## config.mk

```make
export PLATFORM = sky130hd
export DESIGN_NAME = bdpe_ram
export DESIGN_NICKNAME = d
export VERILOG_FILES = /design/src/sv/bounded_dfs_path_enumerator_macros.svh /design/src/sv/bdpe_ram.sv
export SDC_FILE = /design/constraint.sdc
export NUM_CORES = 1
export LEC_CHECK = 0
export BUFFER_PORTS_ARGS = -buffer_cell sky130_fd_sc_hd__buf_4
export CAP_MARGIN = 10
export CORE_ASPECT_RATIO = 0.9
export CORE_MARGIN = 3
export CORE_UTILIZATION = 40
export CTS_BUF_LIST = sky130_fd_sc_hd__clkbuf_16
export DETAILED_ROUTE_END_ITERATION = 8
export PLACE_DENSITY = 0.59
export SLEW_MARGIN = 40
export SYNTH_ARGS = -nofsm -noshare
export SYNTH_HDL_FRONTEND = slang
export SYNTH_SLANG_ARGS = --single-unit
```

## constraint.sdc

```tcl
create_clock -name clock -period 4.1 [get_ports clock]
set_input_delay 0.615 -clock clock [delete_from_list [all_inputs] [get_ports clock]]
set_output_delay 0.615 -clock clock [all_outputs]
set_load 0.02 [all_outputs]
```

## src/sv/bounded_dfs_path_enumerator_macros.svh

```systemverilog
// ----------------------------------------------------------------------------
// bounded dfs path enumerator assertion macros
// shared concurrent assertion forms used by the top level
// ----------------------------------------------------------------------------
`ifndef BOUNDED_DFS_PATH_ENUMERATOR_MACROS_SVH
`define BOUNDED_DFS_PATH_ENUMERATOR_MACROS_SVH

// implication checked every clock outside reset
`define BDPE_ASSERT_IMP(label, clk, rst, ante, cons, msg) \
   label: assert property (@(posedge clk) disable iff (rst) (ante) |-> (cons)) \
      else $error(msg);

// next-cycle implication checked outside reset
`define BDPE_ASSERT_NEXT(label, clk, rst, ante, cons, msg) \
   label: assert property (@(posedge clk) disable iff (rst) (ante) |=> (cons)) \
      else $error(msg);

`endif

```

## src/sv/bdpe_ram.sv

```systemverilog
// ----------------------------------------------------------------------------
// bdpe_ram
// generic single port write, single port read memory with registered read
// ----------------------------------------------------------------------------
module bdpe_ram #(
   parameter int WIDTH = 8,
   parameter int DEPTH = 16
) (
   input  logic                     clock,
   input  logic                     wr_en,
   input  logic [$clog2(DEPTH)-1:0] wr_addr,
   input  logic [WIDTH-1:0]         wr_data,
   input  logic [$clog2(DEPTH)-1:0] rd_addr,
   output logic [WIDTH-1:0]         rd_data
);

   logic [WIDTH-1:0] mem [DEPTH];

   always_ff @(posedge clock) begin
      if (wr_en) begin
         mem[wr_addr] <= wr_data;
      end
      rd_data <= mem[rd_addr];
   end

endmodule

```

==> results.md, run 1 <==
| Metric | Value | Unit |
| --- | --- | --- |
| Worst-case headroom to the max-slew limit | 45.14 | % |
| Pin count of the biggest net entering global routing | 33 | - |
| Leakage power total | 2.011 | nW |
| Buffers & Inverters on Critical Path | 1 | - |
| Std cell rows | 38 | - |
| Switching fraction of total power | 21.75 | % |
| Total global-route track usage | 15.56 | % |
| Setup repair after global routing missed its margin | no | - |
| Leading cell type in the layout, fill and taps excluded | edfxtp_1 | - |
| GR Overflow Total | 0 | - |
| Critical path endpoint category | flip-flop | - |
| Library cell contributing the largest single delay on the critical path | mux4_1 | - |
| Sum of met3 wire segment lengths after detailed routing | 607 | um |
| Aggregate negative setup slack | 0 | ns |
| Final number of hold-violating endpoints | 0 | - |
| Core ar. | 12,310 | sq um |
| Count of hold buffers inserted by post-cts repair | 0 | - |
| Filler Cells Inserted | 998 | - |
| Net load switching power | 0.0007027 | W |
| Per-cell routed wire length | 23.68 | um |
| Initial antenna violation count | 0 | - |
| Layout net count | 283 | - |
| Max layer used | met4 | - |
| CTS tree | built | - |
| Hold WC Path Type | in2reg | - |
| Measured slew at the worst slew-check pin | 0.8199 | ns |
| DRT antenna net count | 0 | - |
| Die Width | 125.6 | um |
| Crit path launch type | input pin | - |
| Largest stage delay, worst path | 0.73 | ns |
| Share of Yosys cell area claimed by the top area cell type | 74.67 | % |
| Count of buffers from port buffering | 25 | - |
| Total wire length | 10,370 | um |
| Fmax | 513.6 | MHz |
| First-pass GRT wire length | 15,700 | um |
| Placer's final routability congestion estimate | 0.7317 | - |
| Cell class contributing the biggest share of worst-path delay | multiplexers | - |
| Vias per cell | 5.349 | - |
| Area added between synthesis and finish | 18.21 | % |
| Crit path cell chain | buf_4, mux4_1, a22oi_1, nand2_1 | - |
| Count of endpoints failing setup in the final report | 0 | - |
| Synthesized netlist cell count | 229 | - |
| Netlist Area Pre-Place | 5147 | sq um |
| Total DRC errors in the routed layout | 0 | - |
| Sequential share of power | 48.4 | % |
| Outcome | completed | - |
| Initial standard-cell utilization of the core | 41.80 | % |
| Insertion delay to the later sink of the worst-skew pair | 0.41 | ns |
| Final cycle utilization of the critical path | 47.49 | % |
| Detailed route wirelength on metal2 | 4737 | um |
| First-iteration detailed-routing DRC count | 166 | - |
| Largest voltage drop on the vdd net | 264.4 | uV |
| Via count of the first global-routing pass | 2,455 | - |
| CTS resizes | 0 | - |
| Maximum clock path buffer count | 2 | - |
| Synth area leader | edfxtp_1 | - |
| Share of final-layout standard cells stronger than drive strength 1 | 31.29 | % |
| Yosys warning count | 0 | - |
| Cell at the root of the clock tree | clkbuf_16 | - |
| Iteration count of the initial detailed-routing pass | 4 | - |
| Commonest non-fill, non-tap cells in the layout | 128 x edfxtp_1, 27 x buf_4, 18 x mux4_2, 17 x clkbuf_16, 16 x a22oi_1 | - |
| Worst endpoint data arrival time | 2.23 | ns |
| Cell-internal power | 0.002528 | W |
| CTS Buf Count | 17 | - |
| Synthesized Nets | 247 | - |
| Post-detailed-placement half-perimeter wirelength | 6493 | um |
| WP data required | 4.39 | ns |
| Met1 WL | 4865 | um |
| Ports | 26 | - |
| Diodes inserted | 0 | - |
| Clock sink total | 136 | - |
| Number of H-tree branching levels | 4 | - |
| Die outline height | 113.6 | um |
| Fin crit period | 1.947 | ns |
| Max Cap Viol | 0 | - |
| Classification of the worst setup path | in2reg | - |
| Floorplan die area | 14,270 | sq um |
| Count of vias placed by the detailed router | 2,343 | - |
| Number of buffers inserted to repair setup after CTS | 0 | - |
| Utilization after layout | 49.41 | % |
| Total of flip-flops plus latches after synthesis | 136 | - |
| Number of distinct standard cells referenced by the synthesized netlist | 19 | - |
| Avg Inst Size Synth | 22.48 | sq um |
| Sequential share of the synthesized area | 77.78 | % |
| PD cells | 530.9 | nW/um^2 |
| Clock-pin slew on the worst setup and hold paths | 0.06 | ns |
| Power share of the clock group | 46.5 | % |
| Critical Path Fanout Max | 32 | - |
| Pins Over Slew Limit | 0 | - |
| Clock tree skew after final layout | 0.01024 | ns |
| Proportion of power drawn by combinational gates | 5.0 | % |
| Top cells by area, synth | edfxtp_1 75%, mux4_2 7.9%, mux4_1 7.1%, dfxtp_1 3.1%, a22oi_1 2.3% | - |
-- final cells by class --
cell class,count,area [sq um],area share [%]
tap,160,200.2,3.290
clock buffer,17,425.4,6.992
multi-input combinational,83,1085,17.83
timing repair buffer,27,202.7,3.331
clock inverter,15,167.7,2.756
sequential,136,4004,65.80
-- final timing paths --
path                                           from                   to  slack (ns)  cells past startpoint
worst min register to register  mem[6][2]$_DFFE_PP_   rd_data[2]$_DFF_P_        0.69                      3
worst max register to register  mem[9][3]$_DFFE_PP_   rd_data[3]$_DFF_P_        2.64                      3
worst min-delay path                     wr_data[6]  mem[0][6]$_DFFE_PP_        0.53                      1
worst max-delay path                     rd_addr[0]   rd_data[3]$_DFF_P_        2.15                      4
-- power groups by stage --
stage               sequential, W  clock, W  combinational (W)
CTS                       0.00156   0.00152           0.000166
detailed placement        0.00159         0           0.000165
global route              0.00157   0.00159           0.000176
finish                    0.00156   0.00150           0.000163
global placement          0.00159         0           0.000162
floorplan                 0.00160         0          0.0000789
-- flip-flops by register name, summed over array words and instances (netlist names) --
register / cells
rd_data: 8
mem: 128
-- metal layers --
layer  up-vias  GRT usage, %
met5         -             0
met4         0         6.503
met3        12         3.979
met2        66         23.06
met1      1217         22.15
li1       1048             -
-- kinds of logic (layout without fill, tap and decap cells) --
group	after synthesis	in the layout	synth area share, %
buffers and inverters	10	59	1.677
and+or+nand+nor	35	35	3.184
DFF	136	136	77.78
muxes	32	32	15.02
AOI/OAI and AO/OA	16	16	2.334
-- through the flow --
| stage | worst slack (ns) | power, W | instance area (sq um) | hold slack (ns) | cells |
|---|---|---|---|---|---|
| floorplan | 1.992 | 0.001680 | 5147 | 0.6293 | 229 |
| global placement | 1.697 | 0.001756 | 5464 | 0.6634 | 406 |
| detailed placement | 1.707 | 0.001760 | 5482 | 0.6750 | 406 |
| CTS | 2.139 | 0.003251 | 6075 | 0.5272 | 438 |
| global route | 2.073 | 0.003329 | 6085 | 0.5325 | 438 |
| finish | 2.153 | 0.003230 | 6085 | 0.5315 | 438 |
-- cell usage after synthesis (all sizes together) --
cell type,number
dfxtp,8
or3b,1
mux4,32
and2b,1
nand3b,2
clkdlybuf4s25,3
and2,1
nand2,9
nor3,4
edfxtp,128
nand2b,2
a22oi,16
buf,7
nand3,1
nor2b,1
nor2,13
-- worst reg2reg max path, cell delays in order (launching register included) --
cell and delay (ns):
edfxtp_1 0.36, mux4_1 0.60, a22oi_1 0.30, nand2_1 0.07
Note: power is estimated with default switching activity, not from simulation.
==> run 2: changes to the inputs <==
--- a/config.mk
+++ b/config.mk
@@ -5,6 +5,7 @@
 export SDC_FILE = /design/constraint.sdc
 export NUM_CORES = 1
 export LEC_CHECK = 0
+export ABC_AREA = 1
 export BUFFER_PORTS_ARGS = -buffer_cell sky130_fd_sc_hd__buf_4
 export CAP_MARGIN = 10
 export CORE_ASPECT_RATIO = 0.9
==> constraint.sdc (replaced) <==
create_clock -name clock -period 2 [get_ports clock]
set_input_delay 0.3 -clock clock [delete_from_list [all_inputs] [get_ports clock]]
set_output_delay 0.3 -clock clock [all_outputs]
set_load 0.02 [all_outputs]
==> results.md, run 2 <==
| Metric | Value | Unit |
| --- | --- | --- |
| Outcome | completed | - |
| DRT antenna net count | 0 | - |
| Logic depth of the worst setup path including buffers | 1 | - |
| Ports | 26 | - |
| Final number of hold-violating endpoints | 0 | - |
| Total DRC errors in the routed layout | 0 | - |
| Total global-route track usage | 17.14 | % |
| Post-detailed-placement half-perimeter wirelength | 7982 | um |
| Number of distinct standard cells referenced by the synthesized netlist | 12 | - |
| CTS Buf Count | 17 | - |
| Crit path launch type | flip-flop | - |
| Placer's final routability congestion estimate | 0.8027 | - |
| Buffers & Inverters on Critical Path | 1 | - |
| Register-to-Register Setup Slack | 0.91 | ns |
| Library cell contributing the largest single delay on the critical path | dfxtp_1 | - |
| PD cells | 927.7 | nW/um^2 |
| Reg2reg path depth | 6 | - |
| Largest register FFs | 128 | - |
| Placed inst area | 6215 | sq um |
| Critical path endpoint category | primary output | - |
| Leakage power total | 2.937 | nW |
| Pin count of the biggest net entering global routing | 65 | - |
| Critical Path Fanout Max | 1 | - |
| Leading cell type in the layout, fill and taps excluded | nand2_1 | - |
| Clock tree skew after final layout | 0.01088 | ns |
| Fin crit period | 1.188 | ns |
| Final cycle utilization of the critical path | 59.41 | % |
| Worst flop-to-flop path endpoint | rd_data[4]$_DFF_P_ | - |
| Top cells by area, synth | edfxtp_1 67%, nand2_1 11%, nand3_1 8.4%, inv_1 6.5%, dfxtp_1 2.8% | - |
| Synthesized Nets | 569 | - |
| Final worst hold slack | 0.1955 | ns |
| Largest voltage drop on the vdd net | 721.6 | uV |
| Iteration count of the initial detailed-routing pass | 4 | - |
| Yosys warning count | 0 | - |
| Avg Inst Size Synth | 10.47 | sq um |
| CTS resizes | 0 | - |
| Count of endpoints failing setup in the final report | 0 | - |
| Sequential share of the synthesized area | 69.43 | % |
| Synthesized netlist cell count | 551 | - |
| Share of synthesized registers carrying an async set or reset | 0 | % |
| Die Width | 132.6 | um |
| Registers with the most flip-flops | mem: 128 flops, rd_data: 8 flops | - |
| Layout net count | 611 | - |
| Fmax | 841.6 | MHz |
| Per-cell routed wire length | 16.27 | um |
| End point of the critical path | rd_data[2] | - |
| Utilization after layout | 48.91 | % |
| Initial antenna violation count | 0 | - |
| Via count of the first global-routing pass | 3,644 | - |
| Top reg by flops | mem | - |
| Clock-pin slew on the worst setup and hold paths | 0.05 | ns |
| Insertion delay to the later sink of the worst-skew pair | 0.42 | ns |
| GR Overflow Total | 0 | - |
| CTS tree | built | - |
| Max Cap Viol | 0 | - |
| Cell at the root of the clock tree | clkbuf_16 | - |
| Vias per cell | 4.704 | - |
| Count of buffers from port buffering | 25 | - |
| Placement Setup Slack | 0.4871 | ns |
| Total wire length | 12,930 | um |
| Final worst slack | 0.8118 | ns |
| Diodes inserted | 0 | - |
| WP data required | 1.70 | ns |
| Number of H-tree branching levels | 4 | - |
| Most instantiated library cell after synthesis | nand2_1 | - |
| Aggregate negative setup slack | 0 | ns |
| Setup repair after global routing missed its margin | no | - |
| First-pass GRT wire length | 20,280 | um |
| Measured slew at the worst slew-check pin | 0.6052 | ns |
| Commonest non-fill, non-tap cells in the layout | 173 x nand2_1, 128 x edfxtp_1, 109 x inv_1, 97 x nand3_1, 45 x buf_4 | - |
| Initial standard-cell utilization of the core | 42.05 | % |
| Floorplan die area | 15,900 | sq um |
| Pins Over Slew Limit | 0 | - |
| Count of vias placed by the detailed router | 3,740 | - |
| Std cell rows | 40 | - |
| Cell class contributing the biggest share of worst-path delay | flip-flops | - |
| First-iteration detailed-routing DRC count | 315 | - |
| Total of flip-flops plus latches after synthesis | 136 | - |
| Worst-case headroom to the max-slew limit | 59.50 | % |
| Share of final-layout standard cells stronger than drive strength 1 | 11.88 | % |
| Hold WC Path Type | in2reg | - |
| Cell area after layout | 6706 | sq um |
| Cell types with the highest counts after synthesis | 173 x nand2_1, 128 x edfxtp_1, 100 x inv_1 | - |
| Count of hold buffers inserted by post-cts repair | 0 | - |
| Number of buffers inserted to repair setup after CTS | 0 | - |
| Reg-to-reg startpoint | mem[1][4]$_DFFE_PP_ | - |
| Classification of the worst setup path | reg2out | - |
| Share of Yosys cell area claimed by the top area cell type | 66.65 | % |
| Post-synth top flop | edfxtp_1 | - |
| Die outline height | 119.9 | um |
| Synth area leader | edfxtp_1 | - |
| Crit path cell chain | buf_4 | - |
| Maximum clock path buffer count | 2 | - |
| Netlist Area Pre-Place | 5767 | sq um |
| Core ar. | 13,710 | sq um |
| Number of enable-type register cells in the synthesized netlist | 128 | - |
| Area added between synthesis and finish | 16.29 | % |
| Worst endpoint data arrival time | 0.89 | ns |
| Largest stage delay, worst path | 0.33 | ns |
| Critical Path Source | rd_data[2]$_DFF_P_ | - |
| Clock sink total | 136 | - |
==> run 2: cell count changes after synthesis, moves of 3 or more <==
| cell | before | now |
|---|---|---|
| buf_4 | 1 | 4 |
| nand2_1 | 9 | 173 |
| nor3_1 | 4 | 0 |
| nand3_1 | 1 | 97 |
| nor2_1 | 13 | 17 |
| buf_6 | 3 | 6 |
| clkdlybuf4s25_2 | 3 | 0 |
| mux4_2 | 18 | 0 |
| buf_2 | 3 | 13 |
| a22oi_1 | 16 | 0 |
| mux4_1 | 14 | 0 |
| inv_1 | 0 | 100 |
==> run 2: layout make-up <==
type / instances / area [sq um]
Timing Repair Buffer: 47 / 377.9
Clock buffer: 17 / 425.4
Inverter: 102 / 382.9
Sequential cell: 136 / 4004
Clock inverter: 15 / 66.31
Tap cell: 189 / 236.5
Fill cell: 1272 / 7007
Multi-Input combinational cell: 289 / 1214
==> run 2: cell families after synthesis <==
logic type / Yosys count / share of synthesized area (%)
buffers and inverters: 126 / 9.525
DFF: 136 / 69.43
and+or+nand+nor: 289 / 21.05
==> run 2: through the flow <==
stage          instances  total power [W]
3_5_place_dp         763         0.003692
2_1_floorplan        551         0.003509
5_1_grt              795         0.006463
6_report             795         0.006222
4_1_cts              795         0.006277
3_3_place_gp         763         0.003686
==> run 2: worst min-delay path by stage <==
stage	start	endpoint	slack (ns)	cells past startpoint
2_1_floorplan	wr_data[0]	mem[0][0]$_DFFE_PP_	0.40	0
3_3_place_gp	wr_data[1]	mem[14][1]$_DFFE_PP_	0.63	1
3_5_place_dp	wr_data[1]	mem[14][1]$_DFFE_PP_	0.64	1
4_1_cts	wr_data[1]	mem[0][1]$_DFFE_PP_	0.20	1
5_1_grt	wr_data[1]	mem[10][1]$_DFFE_PP_	0.21	1
6_report	wr_data[1]	mem[10][1]$_DFFE_PP_	0.20	1
==> run 2: routing by layer <==
metal | share of wire [%] | vias up | global-route usage [%]
met1 | 45 | 1752 | 23.02
met2 | 47 | 106 | 26.59
met4 | 1.8 | 0 | 6.429
met5 | 0 | - | 0
met3 | 6.2 | 22 | 4.904
li1 | - | 1860 | -
==> run 2: where the power goes <==
| group | leakage (nW) | switching, W | internal (W) | total, W |
|---|---|---|---|---|
| Combinational | 1.44 | 0.000286 | 0.000139 | 0.000424 |
| Clock | 0.277 | 0.00107 | 0.00152 | 0.00259 |
| Sequential | 1.22 | 0.0000179 | 0.00319 | 0.00321 |
| Total | 2.94 | 0.00137 | 0.00485 | 0.00622 |
==> run 3: changes to the inputs <==
==> constraint.sdc (replaced) <==
create_clock -name clock -period 1.1 [get_ports clock]
set_input_delay 0.165 -clock clock [delete_from_list [all_inputs] [get_ports clock]]
set_output_delay 0.165 -clock clock [all_outputs]
set_load 0.02 [all_outputs]
==> results.md, run 3 (synthesis gave the netlist of run 2 again) <==
| Metric | Value | Unit |
| --- | --- | --- |
| Outcome | completed | - |
| Post-detailed-placement half-perimeter wirelength | 8486 | um |
| Worst flop-to-flop path endpoint | rd_data[6]$_DFF_P_ | - |
| Cell class contributing the biggest share of worst-path delay | flip-flops | - |
| Final number of hold-violating endpoints | 0 | - |
| Reg2reg path depth | 6 | - |
| Net load switching power | 0.002529 | W |
| Pin count of the biggest net entering global routing | 33 | - |
| Cell Count, Final, Fillers Out | 801 | - |
| Crit path launch type | flip-flop | - |
| Crit path cell chain | buf_6 | - |
| Count of hold buffers inserted by post-cts repair | 0 | - |
| Switching fraction of total power | 21.78 | % |
| Post-layout power | 0.01162 | W |
| Initial standard-cell utilization of the core | 42.05 | % |
| DRT antenna net count | 0 | - |
| Die outline height | 119.9 | um |
| Area added between synthesis and finish | 18.92 | % |
| Largest register FFs | 128 | - |
| Fin crit period | 1.065 | ns |
| Total wire length | 13,340 | um |
| Largest voltage drop on the vdd net | 1384 | uV |
| Top reg by flops | mem | - |
| Cell-internal power | 0.009086 | W |
| First-iteration detailed-routing DRC count | 405 | - |
| Hold WC Path Type | in2reg | - |
| Iteration count of the initial detailed-routing pass | 5 | - |
| GR Overflow Total | 0 | - |
| Max Cap Viol | 0 | - |
| Commonest non-fill, non-tap cells in the layout | 173 x nand2_1, 128 x edfxtp_1, 108 x inv_1, 96 x nand3_1, 44 x buf_4 | - |
| Per-cell routed wire length | 16.65 | um |
| Register-to-Register Setup Slack | 0.08 | ns |
| Die Width | 132.6 | um |
| Worst-case headroom to the max-slew limit | 77.76 | % |
| Layout net count | 617 | - |
| CTS Buf Count | 17 | - |
| First-pass GRT wire length | 21,070 | um |
| Diodes inserted | 0 | - |
| Clock-pin slew on the worst setup and hold paths | 0.05 | ns |
| Pins Over Slew Limit | 0 | - |
| Leading cell type in the layout, fill and taps excluded | nand2_1 | - |
| Total global-route track usage | 17.86 | % |
| Leakage power total | 3.003 | nW |
| Worst Min Path Start | wr_data[1] | - |
| Number of buffers inserted to repair setup after CTS | 0 | - |
| Critical Path Fanout Max | 1 | - |
| Number of H-tree branching levels | 4 | - |
| Proportion of power drawn by combinational gates | 7.3 | % |
| Total DRC errors in the routed layout | 0 | - |
| Core ar. | 13,710 | sq um |
| Power share of the clock group | 42.5 | % |
| Std cell rows | 40 | - |
| Placer's final routability congestion estimate | 0.8123 | - |
| CTS tree | built | - |
| Count of buffers from port buffering | 25 | - |
| Clock tree skew after final layout | 0.006074 | ns |
| Count of vias placed by the detailed router | 3,804 | - |
| Floorplan die area | 15,900 | sq um |
| Buffers & Inverters on Critical Path | 1 | - |
| Ports | 26 | - |
| Sequential share of power | 50.3 | % |
| Filler Cells Inserted | 1,257 | - |
| Via count of the first global-routing pass | 3,654 | - |
| Maximum clock path buffer count | 2 | - |
| Hold Path Cell Cnt | 1 | - |
| Setup repair after global routing missed its margin | no | - |
| Insertion delay to the later sink of the worst-skew pair | 0.42 | ns |
| Worst endpoint data arrival time | 0.90 | ns |
| PD cells | 1694 | nW/um^2 |
| Final cycle utilization of the critical path | 96.81 | % |
| Vias per cell | 4.749 | - |
| Clock sink total | 136 | - |
| Logic depth of the worst setup path including buffers | 1 | - |
| Fmax | 939.0 | MHz |
| Largest stage delay, worst path | 0.36 | ns |
| Initial antenna violation count | 0 | - |
| Reg-to-reg startpoint | mem[3][6]$_DFFE_PP_ | - |
| Registers with the most flip-flops | mem: 128 flops, rd_data: 8 flops | - |
| Measured slew at the worst slew-check pin | 0.3332 | ns |
| WP data required | 0.94 | ns |
| Critical path endpoint category | primary output | - |
| Share of final-layout standard cells stronger than drive strength 1 | 12.91 | % |
| Library cell contributing the largest single delay on the critical path | dfxtp_2 | - |
| Count of endpoints failing setup in the final report | 0 | - |
| Cell at the root of the clock tree | clkbuf_16 | - |
| Classification of the worst setup path | reg2out | - |
| Placed instance count | 769 | - |
| Hold EP | mem[8][1]$_DFFE_PP_ | - |
==> run 3: cell types whose count changed in the layout (fill, tap and decap cells not counted), sizes merged <==
| cell | change |
|---|---|
| bufinv | +1 |
| clkinvlp | -1 |
| inv | -1 |
| buf | +6 |
| clkinv | +1 |
==> run 3: final cells by class <==
cell class	instances	area, sq um	share of cell area [%]
timing repair buffer	53	501.7	7.316
inverter	102	382.9	5.583
clock buffer	17	425.4	6.203
sequential	136	4006	58.42
multi-input combinational	289	1219	17.77
tap	189	236.5	3.448
clock inverter	15	86.33	1.259
==> run 3: worst max-delay path by stage <==
| stage | from | to | slack, ns |
|---|---|---|---|
| 4_1_cts | rd_data[5]$_DFF_P_ | rd_data[5] | 0.008 |
| 6_report | rd_data[5]$_DFF_P_ | rd_data[5] | 0.04 |
| 2_1_floorplan | wr_addr[3] | mem[4][0]$_DFFE_PP_ | -0.02 |
| 5_1_grt | rd_data[4]$_DFF_P_ | rd_data[4] | 0.006 |
| 3_3_place_gp | rd_addr[0] | rd_data[2]$_DFF_P_ | -0.10 |
| 3_5_place_dp | rd_addr[0] | rd_data[5]$_DFF_P_ | -0.14 |
==> run 3: metal layers <==
metal / wire length, um / vias up / global-route usage, %
li1: - / 1865 / -
met1: 6181 / 1780 / 25.27
met2: 6027 / 139 / 26.50
met3: 887 / 20 / 4.149
met4: 242 / 0 / 7.597
met5: 0 / - / 0
==> run 3: metrics by stage <==
step,util (%),cell area (sq um),setup TNS [ns],hold slack [ns],setup slack [ns]
after floorplan,-,5767,-1.014,0.2639,-0.01584
final,50.01,6858,0,0.08648,0.03507
after CTS,49.97,6853,0,0.08775,0.007616
after detailed placement,46.20,6335,-3.876,0.5276,-0.1402
after global routing,50.01,6858,0,0.09036,0.005711
after global placement,46.20,6335,-2.790,0.5239,-0.1044
==> run 3: power groups by stage <==
stage	clock, W	combinational (W)	sequential [W]
CTS	0.00499	0.000852	0.00584
global route	0.00526	0.000931	0.00584
floorplan	0	0.000409	0.00597
finish	0.00493	0.000843	0.00584
detailed placement	0	0.000846	0.00594
global placement	0	0.000834	0.00594
==> run 3: what timing repair did <==
| action | in CTS | in global routing |
|---|---|---|
| endpoints found under the setup margin | 2 | 1 |
| pin swaps | 0 | 0 |
| gates resized for setup | 3 | 1 |
